### src/sv/vrd_pkg.sv
// Package for the varint/RLE stream decoder: parse phases, the token type that
// travels from the front parser to the back accumulator, and field constants.
// Depends on nothing; every other file of the block but vrd_in_if uses it.
`timescale 1ns / 1ps
`default_nettype none

package vrd_pkg;

    localparam int VALUE_W  = 15;
    localparam int REP_W    = 14;
    localparam int BYTES_W  = 16;
    localparam int EXPECT_W = 16;

    localparam int QDEPTH = 2;
    localparam int QPTR_W = 1;

    localparam logic [7:0] RUN_MARK    = 8'hFF;
    localparam logic [7:0] MAG_HI_MASK = 8'h3F;
    localparam int         LEAD_POS    = 7;
    localparam int         SIGN_POS    = 6;

    typedef enum logic [5:0] {
        PH_IDLE     = 6'b000001,
        PH_PLAIN_LO = 6'b000010,
        PH_CNT_LEAD = 6'b000100,
        PH_CNT_LO   = 6'b001000,
        PH_VAL_LEAD = 6'b010000,
        PH_VAL_LO   = 6'b100000
    } phase_t;

    // One token per accepted byte. Bytes that finish nothing still reach the back
    // part as a token, which counts the byte, and carry their end-of-buffer mark.
    typedef struct packed {
        logic                      have;
        logic                      last;
        logic signed [VALUE_W-1:0] value;
        logic [REP_W-1:0]          rep;
    } token_t;

    function automatic logic signed [VALUE_W-1:0] decode_pair(
        input logic [7:0] lead,
        input logic [7:0] low
    );
        logic signed [VALUE_W-1:0] mag;
        mag = $signed({1'b0, lead[5:0] & MAG_HI_MASK[5:0], low});
        return lead[SIGN_POS] ? -mag : mag;
    endfunction

endpackage

`default_nettype wire

### src/sv/vrd_in_if.sv
// Input channel of the decoder: one message byte per item.
// Depends on nothing; it uses plain widths only.
`timescale 1ns / 1ps
`default_nettype none

interface vrd_in_if;
    logic       valid;
    logic       ready;
    logic [7:0] data_byte;
    logic       end_of_buffer;

    modport source (output valid, output data_byte, output end_of_buffer, input ready);
    modport sink   (input valid, input data_byte, input end_of_buffer, output ready);
endinterface

`default_nettype wire

### src/sv/vrd_out_if.sv
// Result channel of the decoder: one (value, repeat) pair or error per item.
// Depends on vrd_pkg for the field widths.
`timescale 1ns / 1ps
`default_nettype none

interface vrd_out_if;
    logic                               valid;
    logic                               ready;
    logic signed [vrd_pkg::VALUE_W-1:0] value;
    logic [vrd_pkg::REP_W-1:0]          repeat_count;
    logic                               message_done;
    logic                               truncated_error;
    logic [vrd_pkg::BYTES_W-1:0]        bytes_consumed;

    modport source (output valid, output value, output repeat_count, output message_done,
                    output truncated_error, output bytes_consumed, input ready);
    modport sink   (input valid, input value, input repeat_count, input message_done,
                    input truncated_error, input bytes_consumed, output ready);
endinterface

`default_nettype wire

### src/sv/vrd_front.sv
// Front parser: accepts bytes, tracks the varint/run phase and pushes one
// token per byte into the queue. Depends on vrd_pkg and vrd_in_if.
`timescale 1ns / 1ps
`default_nettype none

module vrd_front (
    input  wire logic      clk,
    input  wire logic      rst_n,
    vrd_in_if.sink         byte_in,
    input  wire logic      q_full,
    output vrd_pkg::token_t tok,
    output logic           push
);

    vrd_pkg::phase_t                   phase_reg, phase_next;
    logic [7:0]                        lead_reg, lead_next;
    logic signed [vrd_pkg::VALUE_W-1:0] cnt_reg, cnt_next;
    logic [7:0]                        b;
    logic                              cnt_pos;

    assign byte_in.ready = !q_full;
    assign push          = byte_in.valid && !q_full;
    assign b             = byte_in.data_byte;
    assign cnt_pos       = (cnt_reg > 0);

    always_comb
    begin
        phase_next = phase_reg;
        lead_next  = lead_reg;
        cnt_next   = cnt_reg;
        tok        = '0;
        tok.last   = byte_in.end_of_buffer;
        unique case (phase_reg)
            vrd_pkg::PH_PLAIN_LO:
            begin
                tok.have   = 1'b1;
                tok.value  = vrd_pkg::decode_pair(lead_reg, b);
                tok.rep    = vrd_pkg::REP_W'(1);
                phase_next = vrd_pkg::PH_IDLE;
            end
            vrd_pkg::PH_CNT_LEAD:
            begin
                if (b[vrd_pkg::LEAD_POS])
                begin
                    lead_next  = b;
                    phase_next = vrd_pkg::PH_CNT_LO;
                end
                else
                begin
                    cnt_next   = $signed({7'd0, b});
                    phase_next = vrd_pkg::PH_VAL_LEAD;
                end
            end
            vrd_pkg::PH_CNT_LO:
            begin
                cnt_next   = vrd_pkg::decode_pair(lead_reg, b);
                phase_next = vrd_pkg::PH_VAL_LEAD;
            end
            vrd_pkg::PH_VAL_LEAD:
            begin
                if (b[vrd_pkg::LEAD_POS])
                begin
                    lead_next  = b;
                    phase_next = vrd_pkg::PH_VAL_LO;
                end
                else
                begin
                    tok.have   = cnt_pos;
                    tok.value  = $signed({7'd0, b});
                    tok.rep    = cnt_reg[vrd_pkg::REP_W-1:0];
                    phase_next = vrd_pkg::PH_IDLE;
                end
            end
            vrd_pkg::PH_VAL_LO:
            begin
                tok.have   = cnt_pos;
                tok.value  = vrd_pkg::decode_pair(lead_reg, b);
                tok.rep    = cnt_reg[vrd_pkg::REP_W-1:0];
                phase_next = vrd_pkg::PH_IDLE;
            end
            default:
            begin
                if (b == vrd_pkg::RUN_MARK)
                begin
                    phase_next = vrd_pkg::PH_CNT_LEAD;
                end
                else if (b[vrd_pkg::LEAD_POS])
                begin
                    lead_next  = b;
                    phase_next = vrd_pkg::PH_PLAIN_LO;
                end
                else
                begin
                    tok.have   = 1'b1;
                    tok.value  = $signed({7'd0, b});
                    tok.rep    = vrd_pkg::REP_W'(1);
                    phase_next = vrd_pkg::PH_IDLE;
                end
            end
        endcase
        // The last byte always ends the message, either done or truncated,
        // so the parser restarts whatever the back part decides.
        if (byte_in.end_of_buffer)
        begin
            phase_next = vrd_pkg::PH_IDLE;
        end
    end

    always_ff @(posedge clk or negedge rst_n)
    begin
        if (!rst_n)
        begin
            phase_reg <= vrd_pkg::PH_IDLE;
            lead_reg  <= '0;
            cnt_reg   <= '0;
        end
        else if (push)
        begin
            phase_reg <= phase_next;
            lead_reg  <= lead_next;
            cnt_reg   <= cnt_next;
        end
    end

endmodule

`default_nettype wire

### src/sv/vrd_queue.sv
// Short token queue between the front parser and the back accumulator.
// Depends on vrd_pkg for the token type and depth.
`timescale 1ns / 1ps
`default_nettype none

module vrd_queue (
    input  wire logic             clk,
    input  wire logic             rst_n,
    input  wire logic             push,
    input  wire vrd_pkg::token_t  push_tok,
    output logic                  full,
    input  wire logic             pop,
    output logic                  q_valid,
    output vrd_pkg::token_t       pop_tok
);

    vrd_pkg::token_t                 entry_reg [vrd_pkg::QDEPTH];
    logic [vrd_pkg::QPTR_W-1:0]      wr_ptr_reg, rd_ptr_reg;
    logic [vrd_pkg::QPTR_W:0]        cnt_reg, cnt_next;
    logic                            do_push, do_pop;

    assign full    = (cnt_reg == (vrd_pkg::QPTR_W + 1)'(vrd_pkg::QDEPTH));
    assign q_valid = (cnt_reg != '0);
    assign pop_tok = entry_reg[rd_ptr_reg];
    assign do_push = push && !full;
    assign do_pop  = pop && q_valid;

    always_comb
    begin
        cnt_next = cnt_reg;
        if (do_push && !do_pop)
        begin
            cnt_next = cnt_reg + 1'b1;
        end
        else if (do_pop && !do_push)
        begin
            cnt_next = cnt_reg - 1'b1;
        end
    end

    always_ff @(posedge clk or negedge rst_n)
    begin
        if (!rst_n)
        begin
            wr_ptr_reg <= '0;
            rd_ptr_reg <= '0;
            cnt_reg    <= '0;
        end
        else
        begin
            cnt_reg <= cnt_next;
            if (do_push)
            begin
                wr_ptr_reg <= wr_ptr_reg + 1'b1;
            end
            if (do_pop)
            begin
                rd_ptr_reg <= rd_ptr_reg + 1'b1;
            end
        end
    end

    always_ff @(posedge clk)
    begin
        if (do_push)
        begin
            entry_reg[wr_ptr_reg] <= push_tok;
        end
    end

endmodule

`default_nettype wire

### src/sv/vrd_back.sv
// Back accumulator: counts bytes and values per message, decides done or
// truncation and holds the result register. Depends on vrd_pkg and vrd_out_if.
`timescale 1ns / 1ps
`default_nettype none

module vrd_back #(
    parameter int COUNT_WIDTH = 16
) (
    input  wire logic                            clk,
    input  wire logic                            rst_n,
    input  wire logic [vrd_pkg::EXPECT_W-1:0]    values_expected,
    input  wire logic                            q_valid,
    input  wire vrd_pkg::token_t                 tok,
    output logic                                 pop,
    vrd_out_if.source                            result_out
);

    localparam int SUMW = ((COUNT_WIDTH > vrd_pkg::REP_W) ? COUNT_WIDTH : vrd_pkg::REP_W) + 1;
    localparam int CMPW = (COUNT_WIDTH > vrd_pkg::EXPECT_W) ? COUNT_WIDTH : vrd_pkg::EXPECT_W;
    localparam int SHW  = (COUNT_WIDTH > vrd_pkg::BYTES_W) ? COUNT_WIDTH : vrd_pkg::BYTES_W;
    localparam logic [COUNT_WIDTH-1:0] CNT_MAX = {COUNT_WIDTH{1'b1}};

    logic [COUNT_WIDTH-1:0]             bc_reg, bc_next, bc_inc;
    logic [COUNT_WIDTH-1:0]             vc_reg, vc_next, vc_new;
    logic [SUMW-1:0]                    vc_sum;
    logic [SHW-1:0]                     bc_wide;
    logic [vrd_pkg::BYTES_W-1:0]        shown;
    logic [vrd_pkg::EXPECT_W-1:0]       need;
    logic                               done, restart, emit;

    logic                               out_valid_reg;
    logic signed [vrd_pkg::VALUE_W-1:0] value_reg;
    logic [vrd_pkg::REP_W-1:0]          rep_reg;
    logic                               done_reg, err_reg;
    logic [vrd_pkg::BYTES_W-1:0]        bytes_reg;

    assign pop = q_valid && (!out_valid_reg || result_out.ready);

    always_comb
    begin
        bc_inc  = (bc_reg == CNT_MAX) ? bc_reg : bc_reg + 1'b1;
        vc_sum  = SUMW'(vc_reg) + SUMW'(tok.rep);
        vc_new  = (vc_sum > SUMW'(CNT_MAX)) ? CNT_MAX : vc_sum[COUNT_WIDTH-1:0];
        need    = (values_expected == '0) ? vrd_pkg::EXPECT_W'(1) : values_expected;
        done    = tok.have && (CMPW'(vc_new) >= CMPW'(need));
        restart = done || tok.last;
        emit    = tok.have || tok.last;
        bc_wide = SHW'(bc_inc);
        shown   = (bc_wide > SHW'({vrd_pkg::BYTES_W{1'b1}})) ? {vrd_pkg::BYTES_W{1'b1}}
                                                            : bc_wide[vrd_pkg::BYTES_W-1:0];
        bc_next = restart ? '0 : bc_inc;
        vc_next = restart ? '0 : (tok.have ? vc_new : vc_reg);
    end

    always_ff @(posedge clk or negedge rst_n)
    begin
        if (!rst_n)
        begin
            bc_reg        <= '0;
            vc_reg        <= '0;
            out_valid_reg <= 1'b0;
        end
        else
        begin
            if (pop)
            begin
                bc_reg        <= bc_next;
                vc_reg        <= vc_next;
                out_valid_reg <= emit;
            end
            else if (result_out.ready)
            begin
                out_valid_reg <= 1'b0;
            end
        end
    end

    always_ff @(posedge clk)
    begin
        if (pop && emit)
        begin
            bytes_reg <= shown;
            // A byte that ends the buffer short of done drops any value it finished.
            if (tok.last && !done)
            begin
                value_reg <= '0;
                rep_reg   <= '0;
                done_reg  <= 1'b0;
                err_reg   <= 1'b1;
            end
            else
            begin
                value_reg <= tok.value;
                rep_reg   <= tok.rep;
                done_reg  <= done;
                err_reg   <= 1'b0;
            end
        end
    end

    assign result_out.valid           = out_valid_reg;
    assign result_out.value           = value_reg;
    assign result_out.repeat_count    = rep_reg;
    assign result_out.message_done    = done_reg;
    assign result_out.truncated_error = err_reg;
    assign result_out.bytes_consumed  = bytes_reg;

`ifndef SYNTHESIS
    a_restart_clears: assert property (@(posedge clk) disable iff (!rst_n)
        pop && restart |=> (bc_reg == '0) && (vc_reg == '0))
        else $error("counters not cleared after message end");

    a_error_payload: assert property (@(posedge clk) disable iff (!rst_n)
        out_valid_reg && err_reg |-> !done_reg && (rep_reg == '0) && (value_reg == '0))
        else $error("truncation result carries a value");

    a_bytes_grow: assert property (@(posedge clk) disable iff (!rst_n)
        pop && !restart |=> bc_reg >= $past(bc_reg))
        else $error("byte counter went backward inside a message");

    a_result_counts_byte: assert property (@(posedge clk) disable iff (!rst_n)
        pop && emit |=> out_valid_reg && (bytes_reg != '0))
        else $error("result shows no consumed bytes");
`endif

endmodule

`default_nettype wire

### src/sv/varint_rle_stream_decoder.sv
// Decodes a stream of one-byte items into signed values and runs. Throughput is
// one byte per clock cycle while the result channel is ready; a result passes
// from the front parser into the token queue and then from the back
// accumulator into the result register. A stalled result
// channel fills the two-entry token queue before byte_in.ready drops. Write
// values_expected only while no message is in flight. No reset sweep is needed.
`timescale 1ns / 1ps
`default_nettype none

module varint_rle_stream_decoder #(
    parameter int COUNT_WIDTH = 16
) (
    input  wire logic                          clk,
    input  wire logic                          rst_n,
    input  wire logic                          cfg_we,
    input  wire logic [vrd_pkg::EXPECT_W-1:0]  cfg_wdata,
    vrd_in_if.sink                             byte_in,
    vrd_out_if.source                          result_out
);

    logic [vrd_pkg::EXPECT_W-1:0] values_expected_reg;
    vrd_pkg::token_t              front_tok, q_tok;
    logic                         push, q_full, q_valid, pop;

    always_ff @(posedge clk or negedge rst_n)
    begin
        if (!rst_n)
        begin
            values_expected_reg <= vrd_pkg::EXPECT_W'(1);
        end
        else if (cfg_we)
        begin
            values_expected_reg <= cfg_wdata;
        end
    end

    vrd_front u_front (
        .clk     (clk),
        .rst_n   (rst_n),
        .byte_in (byte_in),
        .q_full  (q_full),
        .tok     (front_tok),
        .push    (push)
    );

    vrd_queue u_queue (
        .clk      (clk),
        .rst_n    (rst_n),
        .push     (push),
        .push_tok (front_tok),
        .full     (q_full),
        .pop      (pop),
        .q_valid  (q_valid),
        .pop_tok  (q_tok)
    );

    vrd_back #(
        .COUNT_WIDTH (COUNT_WIDTH)
    ) u_back (
        .clk             (clk),
        .rst_n           (rst_n),
        .values_expected (values_expected_reg),
        .q_valid         (q_valid),
        .tok             (q_tok),
        .pop             (pop),
        .result_out      (result_out)
    );

endmodule

`default_nettype wire
### src/flat_wrapper.sv
// flat-port wrapper written by rule: the top's interface ports become plain ports
module varint_rle_stream_decoder_flat 
#(
    parameter int COUNT_WIDTH = 16
)
  (clk, rst_n, cfg_we, cfg_wdata, byte_in_valid, byte_in_data_byte, byte_in_end_of_buffer, byte_in_ready, result_out_valid, result_out_value, result_out_repeat_count, result_out_message_done, result_out_truncated_error, result_out_bytes_consumed, result_out_ready);
  vrd_in_if byte_in_i ();
  vrd_out_if result_out_i ();
  input  wire logic clk;
  input  wire logic rst_n;
  input  wire logic cfg_we;
  input  wire logic [vrd_pkg::EXPECT_W-1:0] cfg_wdata;
  input wire logic [$bits(byte_in_i.valid)-1:0] byte_in_valid;
  input wire logic [$bits(byte_in_i.data_byte)-1:0] byte_in_data_byte;
  input wire logic [$bits(byte_in_i.end_of_buffer)-1:0] byte_in_end_of_buffer;
  output wire logic [$bits(byte_in_i.ready)-1:0] byte_in_ready;
  output wire logic [$bits(result_out_i.valid)-1:0] result_out_valid;
  output wire logic [$bits(result_out_i.value)-1:0] result_out_value;
  output wire logic [$bits(result_out_i.repeat_count)-1:0] result_out_repeat_count;
  output wire logic [$bits(result_out_i.message_done)-1:0] result_out_message_done;
  output wire logic [$bits(result_out_i.truncated_error)-1:0] result_out_truncated_error;
  output wire logic [$bits(result_out_i.bytes_consumed)-1:0] result_out_bytes_consumed;
  input wire logic [$bits(result_out_i.ready)-1:0] result_out_ready;
  assign byte_in_i.valid = byte_in_valid;
  assign byte_in_i.data_byte = byte_in_data_byte;
  assign byte_in_i.end_of_buffer = byte_in_end_of_buffer;
  assign byte_in_ready = byte_in_i.ready;
  assign result_out_valid = result_out_i.valid;
  assign result_out_value = result_out_i.value;
  assign result_out_repeat_count = result_out_i.repeat_count;
  assign result_out_message_done = result_out_i.message_done;
  assign result_out_truncated_error = result_out_i.truncated_error;
  assign result_out_bytes_consumed = result_out_i.bytes_consumed;
  assign result_out_i.ready = result_out_ready;
  varint_rle_stream_decoder #(.COUNT_WIDTH(COUNT_WIDTH)) u_core (.clk(clk), .rst_n(rst_n), .cfg_we(cfg_we), .cfg_wdata(cfg_wdata), .byte_in(byte_in_i), .result_out(result_out_i));
endmodule
### config.mk
export PLATFORM = sky130hd
export DESIGN_NAME = varint_rle_stream_decoder_flat
export DESIGN_NICKNAME = d
export VERILOG_FILES = /design/src/sv/vrd_pkg.sv /design/src/sv/vrd_in_if.sv /design/src/sv/vrd_out_if.sv /design/src/sv/vrd_front.sv /design/src/sv/vrd_queue.sv /design/src/sv/vrd_back.sv /design/src/sv/varint_rle_stream_decoder.sv /design/src/flat_wrapper.sv
export SDC_FILE = /design/constraint.sdc
export NUM_CORES = 1
export LEC_CHECK = 0
export BUFFER_PORTS_ARGS = -buffer_cell sky130_fd_sc_hd__buf_2
export CAP_MARGIN = 25
export CORE_MARGIN = 3
export CORE_UTILIZATION = 39
export DETAILED_ROUTE_END_ITERATION = 10
export PLACE_DENSITY = 0.53
export REMOVE_ABC_BUFFERS = 1
export SLEW_MARGIN = 40
export SYNTH_ARGS = -nofsm -noshare
export SYNTH_HDL_FRONTEND = slang
export SYNTH_SLANG_ARGS = --single-unit
### constraint.sdc
create_clock -name clk -period 10.05 [get_ports clk]
set_clock_uncertainty 0.05 [all_clocks]
set_input_delay 0.5025 -clock clk [delete_from_list [all_inputs] [get_ports clk]]
set_output_delay 0.5025 -clock clk [all_outputs]
set_load 0.01 [all_outputs]
# After elaboration in Yosys (flattened, before gate mapping)
# Memories as Yosys holds them, arrays and structs flattened.
# Cells that the tools add are included.
# word_totals
mem_count	1
output_inout_bits	49
mem_bits_rw	62
elab_cells	101
regBits	129
# op_classes
n_lt_le_gt_ge	4
muxes	33
bitwise	1
n_reduce_logical	30
n_addsub	7
eq_ne	10
# memory_table
memory	words	word_bits	rd	rd_ports_with_merged_regs	write_ports	line_no	text
u_core.u_queue.entry_reg	2	31	1	0	1	vrd_queue.sv:17	vrd_pkg::token_t entry_reg [vrd_pkg::QDEPTH];
# ops
operator	n
$pmux 29 s4	1
$mux 16	6
$mux 21	3
$mux 15	2
$pmux 15 s2	1
$pmux 6 s4	1
$add 16x14->17	1
$gt 17x16->1 const B	1
$add 16x1->16 const B	1
$eq 16x16->1 const B	1
$ge 16x16->1	1
$gt 16x16->1 const B	1
$logic_not 16->1	1
$mux 8	2
$pmux 8 s2	1
$gt 15x1->1 const B	1
$neg 14->15	1
$mux 6	2
$reduce_bool 2->1	5
$logic_and 1x1->1	9
$eq 8x8->1 const B	1
$mux 1	8
$eq 6x2->1 const B	1
$eq 6x3->1 const B	1
other kinds (19)	32

# Depth between registers and ports, before layout
# An unclocked memory read counts as a cell.
# depth
word_depth	9
mapped_depth	21
ltp_nobuf	16

# By module
# A second synthesis with hierarchy kept.
# hier_totals
cells_unflattened	837
area_unflattened_um2	10054.6
# modules_own_cells
mod	area_per_inst_um2	n_inst	cells_each
vrd_back	4664.5	1	435
vrd_queue	2591.2	1	116
vrd_front	2148.3	1	252
varint_rle_stream_decoder	650.6	1	34

# Worst setup path after synthesis
# Ideal clock, no wire load.
# synth_timing
path_type	register -> register
start	register u_core.u_queue.rd_ptr_reg
end	register u_core.u_back.rep_reg, in the netlist u_core.u_back.result_out.repeat_count[0], data pin
arrival_ps	4383
n_path_buf	4
setup_ps	254
setup_slack_ps	5363
stages_incl_launch_ff	20
cell_sequence	dfrtp_1 buf_6 buf_2 mux2_2 ha_1 fa_1 a211oi_2 o211ai_2 nand4_2 a21oi_2 buf_4 o21bai_1 ha_1 a21o_1 a311o_1 a21oi_1 o21ai_1 and2_1 buf_2 o21a_1
# synth_rtl
element	line_no	text
start: declaration	vrd_queue.sv:18	logic [vrd_pkg::QPTR_W-1:0] wr_ptr_reg, rd_ptr_reg;
start signal: assignment	vrd_queue.sv:58	rd_ptr_reg <= rd_ptr_reg + 1'b1;
end signal: assignment	vrd_back.sv:94	rep_reg <= tok.rep;
end: declaration	vrd_back.sv:33	logic [vrd_pkg::REP_W-1:0] rep_reg;

==> impl_metrics.env <==
export IMPL_grt_util_all_layers=0.1618
export IMPL_fp_coreArea_um2=23610
export IMPL_synthTopCellsByArea="edfxtp_1 35%, dfrtp_1 21%, ha_1 4.5%, mux2_2 3.1%, o21ai_0 3.1%"
export IMPL_overflow=0
export IMPL_nets=940
export IMPL_status="complete, no violations"
export IMPL_rsz0062_at_grt="no"
export IMPL_routedWlPerCell_um=17.04
export IMPL_fin_ws_ns=4.369
export IMPL_numCtsBuffers=17
export IMPL_grt_pass1_vias=6087
export IMPL_rr_startpoint="u_core.u_queue.rd_ptr_reg$_DFFE_PN0P_"
export IMPL_synth_edff_count=109
export IMPL_min_delay_path_class="in -> reg"
export IMPL_cts_sinks=190
export IMPL_area_delta_synth_final_pct=13.88
export IMPL_instances_no_fill=1207
export IMPL_synthArstFlopShare=0.4263
export IMPL_avgViaCountPerCell=5.198
export IMPL_fp_dieW_um=161.6
export IMPL_start_util=0.3997
export IMPL_ys_warnings_count=0
export IMPL_die_area_um2=26100
export IMPL_worstPathMaxFanout=33
export IMPL_start_kind="flip-flop"
export IMPL_total_power_mw=3.349
export IMPL_fmax_ghz=0.1760
export IMPL_design_portCount=79
export IMPL_htreeDepth=4
export IMPL_final_hold_viol_count=0
export IMPL_min_period_ns=5.681
export IMPL_clk_latency_ns=0.44
export IMPL_cellLeakagePower_nw=4.469
export IMPL_synth_top_area_cell="edfxtp_1"
export IMPL_ant_nets=0
export IMPL_clock_path_buffers=2
export IMPL_fillers=2198
export IMPL_critical_path_endpoint_type="flip-flop"
export IMPL_firstDrtPassIters=4
export IMPL_setup_viol=0
export IMPL_synthDistinctLibCells=74
export IMPL_synth_cells=809
export IMPL_slew_viol_final=0
export IMPL_tritoncts="done"
export IMPL_worstPathCellList="buf_4 > mux2_2 > ha_1 > and3_1 > and3_1 > nand4_2 > a21oi_2 > o21bai_1 > ha_1 > a21o_1 > a311o_1 > a21oi_1 > o21ai_1 > a21oi_4 > nor2b_1"
export IMPL_routabilityCongestion=0.8230
export IMPL_worstMarginPinSlew_ns=0.8262
export IMPL_hp_start="cfg_wdata[4]"
export IMPL_path_delay_family="compound AO/OA/AOI/OAI gates"
export IMPL_worstSetupStartpoint="u_core.u_queue.rd_ptr_reg$_DFFE_PN0P_"
export IMPL_drt_iter0_markers=311
export IMPL_ys_ff_latch=190
export IMPL_drc=0
export IMPL_antenna_found_initial=0
export IMPL_cap_viol_max_count=0
export IMPL_die_y_um=161.6
export IMPL_yosysTopAreaCellShare=0.3468
export IMPL_crit_arrival_ns=5.78
export IMPL_syn_area_per_cell_um2=11.67
export IMPL_clk_pin_slew_ns=0.07
export IMPL_peakVddDrop_mv=0.1017
export IMPL_synth_flop_cell="edfxtp_1"
export IMPL_period_share=0.5653
export IMPL_diodes=0
export IMPL_p_per_area_nw_per_um2=311.6
export IMPL_slowest_delay_ns=0.65
export IMPL_critical_path_buf_inv_count=1
export IMPL_clockRootBuffer="clkbuf_16"
export IMPL_largest_reg_flops=62
export IMPL_post_place_ws_ns=4.373
export IMPL_via_count=6274
export IMPL_dp_hpwl_mm=14.69
export IMPL_cp_slowest_cell="a21oi_4"
export IMPL_grt_max_degree=46
export IMPL_criticalPathCategory="reg -> reg"
export IMPL_cp_required_ns=10.15
export IMPL_syn_area_um2=9439
export IMPL_finalSetupTns_ns=0
export IMPL_dp_cells=1174
export IMPL_port_buffers=78
export IMPL_max_slew_margin_rel=0.4455
export IMPL_grt_first_pass_wirelength_mm=33.43
export IMPL_drt_total_wl_mm=20.57
export IMPL_fin_util=0.4552
export IMPL_seq_area_frac_synth=0.5618
export IMPL_drive_gt1_frac=0.1892
export IMPL_core_rowCount=56
## placed cells by master, fill, tap and decap left out, types with 11 or more instances in the layout
cell       instances
a21oi_1           19
nand3_1           19
buf_2             77
xnor2_1           15
ha_1              34
o21ai_0           58
clkbuf_16         17
mux2i_1           18
nand2_1           73
edfxtp_1         109
nor2_1            53
and2_1            17
inv_1             30
dfrtp_1           79
mux2_2            26
a21o_1            14
a211oi_1          11
a22o_1            24
xor2_1            21
o21a_1            12
## routing by layer
layer,part of all wire,GRT usage,vias to the layer above
li1,-,-,3115
met1,0.50,0.2364,3028
met2,0.45,0.2517,112
met3,0.034,0.02693,19
met4,0.011,0.04185,0
met5,0,0,-
## synthesized netlist by cell type, types with 19 or more instances
library cell	count
o21ai_0	58
mux2_2	26
nor2_1	54
inv_1	31
edfxtp_1	109
a21oi_1	20
clkbuf_1	21
dfrtp_1	79
xor2_1	21
ha_1	34
nand3_1	19
a22o_1	24
nand2_1	73
## what timing repair did
| action | CTS | global route |
|---|---|---|
| endpoints found under the hold margin | 4 | 0 |
| resized for setup | 0 | 0 |
| hold buffers | 1 | 0 |
| buffers inserted | 0 | 0 |
## final timing paths
kind,end,slack (ns),depth (start not counted)
min,u_core.values_expected_reg[4]$_DFFE_PN0P_,0.23,3
max reg2reg,u_core.u_back.result_out.repeat_count[4]$_SDFFCE_PP0P_,4.37,15
max,u_core.u_back.result_out.repeat_count[4]$_SDFFCE_PP0P_,4.37,15
min reg2reg,u_core.u_front.cnt_reg[14]$_DFFE_PN0P_,0.45,2
min in group asynchronous,u_core.values_expected_reg[12]$_DFFE_PN0P_,0.54,2
max in group asynchronous,u_core.u_front.lead_reg[4]$_DFFE_PN0P_,8.41,3
## stage by stage
stage / hold WS [ns] / cell area (µm²)
floorplan: 0.1569 / 9255
global placement: 0.4322 / 10110
detailed placement: 0.4415 / 10110
CTS: 0.2043 / 10750
global route: 0.2189 / 10750
finish: 0.2256 / 10750
## tightest hold or removal path, cell delays in order
cell and delay [ns]:
buf_2 0.07, nand2_1 0.04, o21ai_0 0.06
## cell type report
cell class,count,area (µm²),area share
clock buffers,17,425.4,0.03958
multi-input cells,549,3850,0.3582
well taps,319,399.1,0.03713
inverters,31,116.4,0.01083
repair buffers,86,455.4,0.04237
clock inverters,15,200.2,0.01862
flip-flops and latches,190,5303,0.4933
## logic make-up after synthesis
| group | count (synthesis) | synth area share |
|---|---|---|
| muxes | 45 | 0.05249 |
| xor gates and xnor gates | 36 | 0.03340 |
| and+or+nand+nor | 247 | 0.1310 |
| DFF | 190 | 0.5618 |
| AOI/OAI and AO/OA | 186 | 0.1424 |
| adders and majority gates | 35 | 0.04719 |
| buffers and inverters | 70 | 0.03181 |
## power by group
| group | internal, mW | switching (mW) |
|---|---|---|
| logic | 0.539 | 0.862 |
| clock network | 0.381 | 0.326 |
| registers | 1.12 | 0.122 |
| total | 2.04 | 1.31 |
Note: power is estimated with default switching activity, not from simulation.
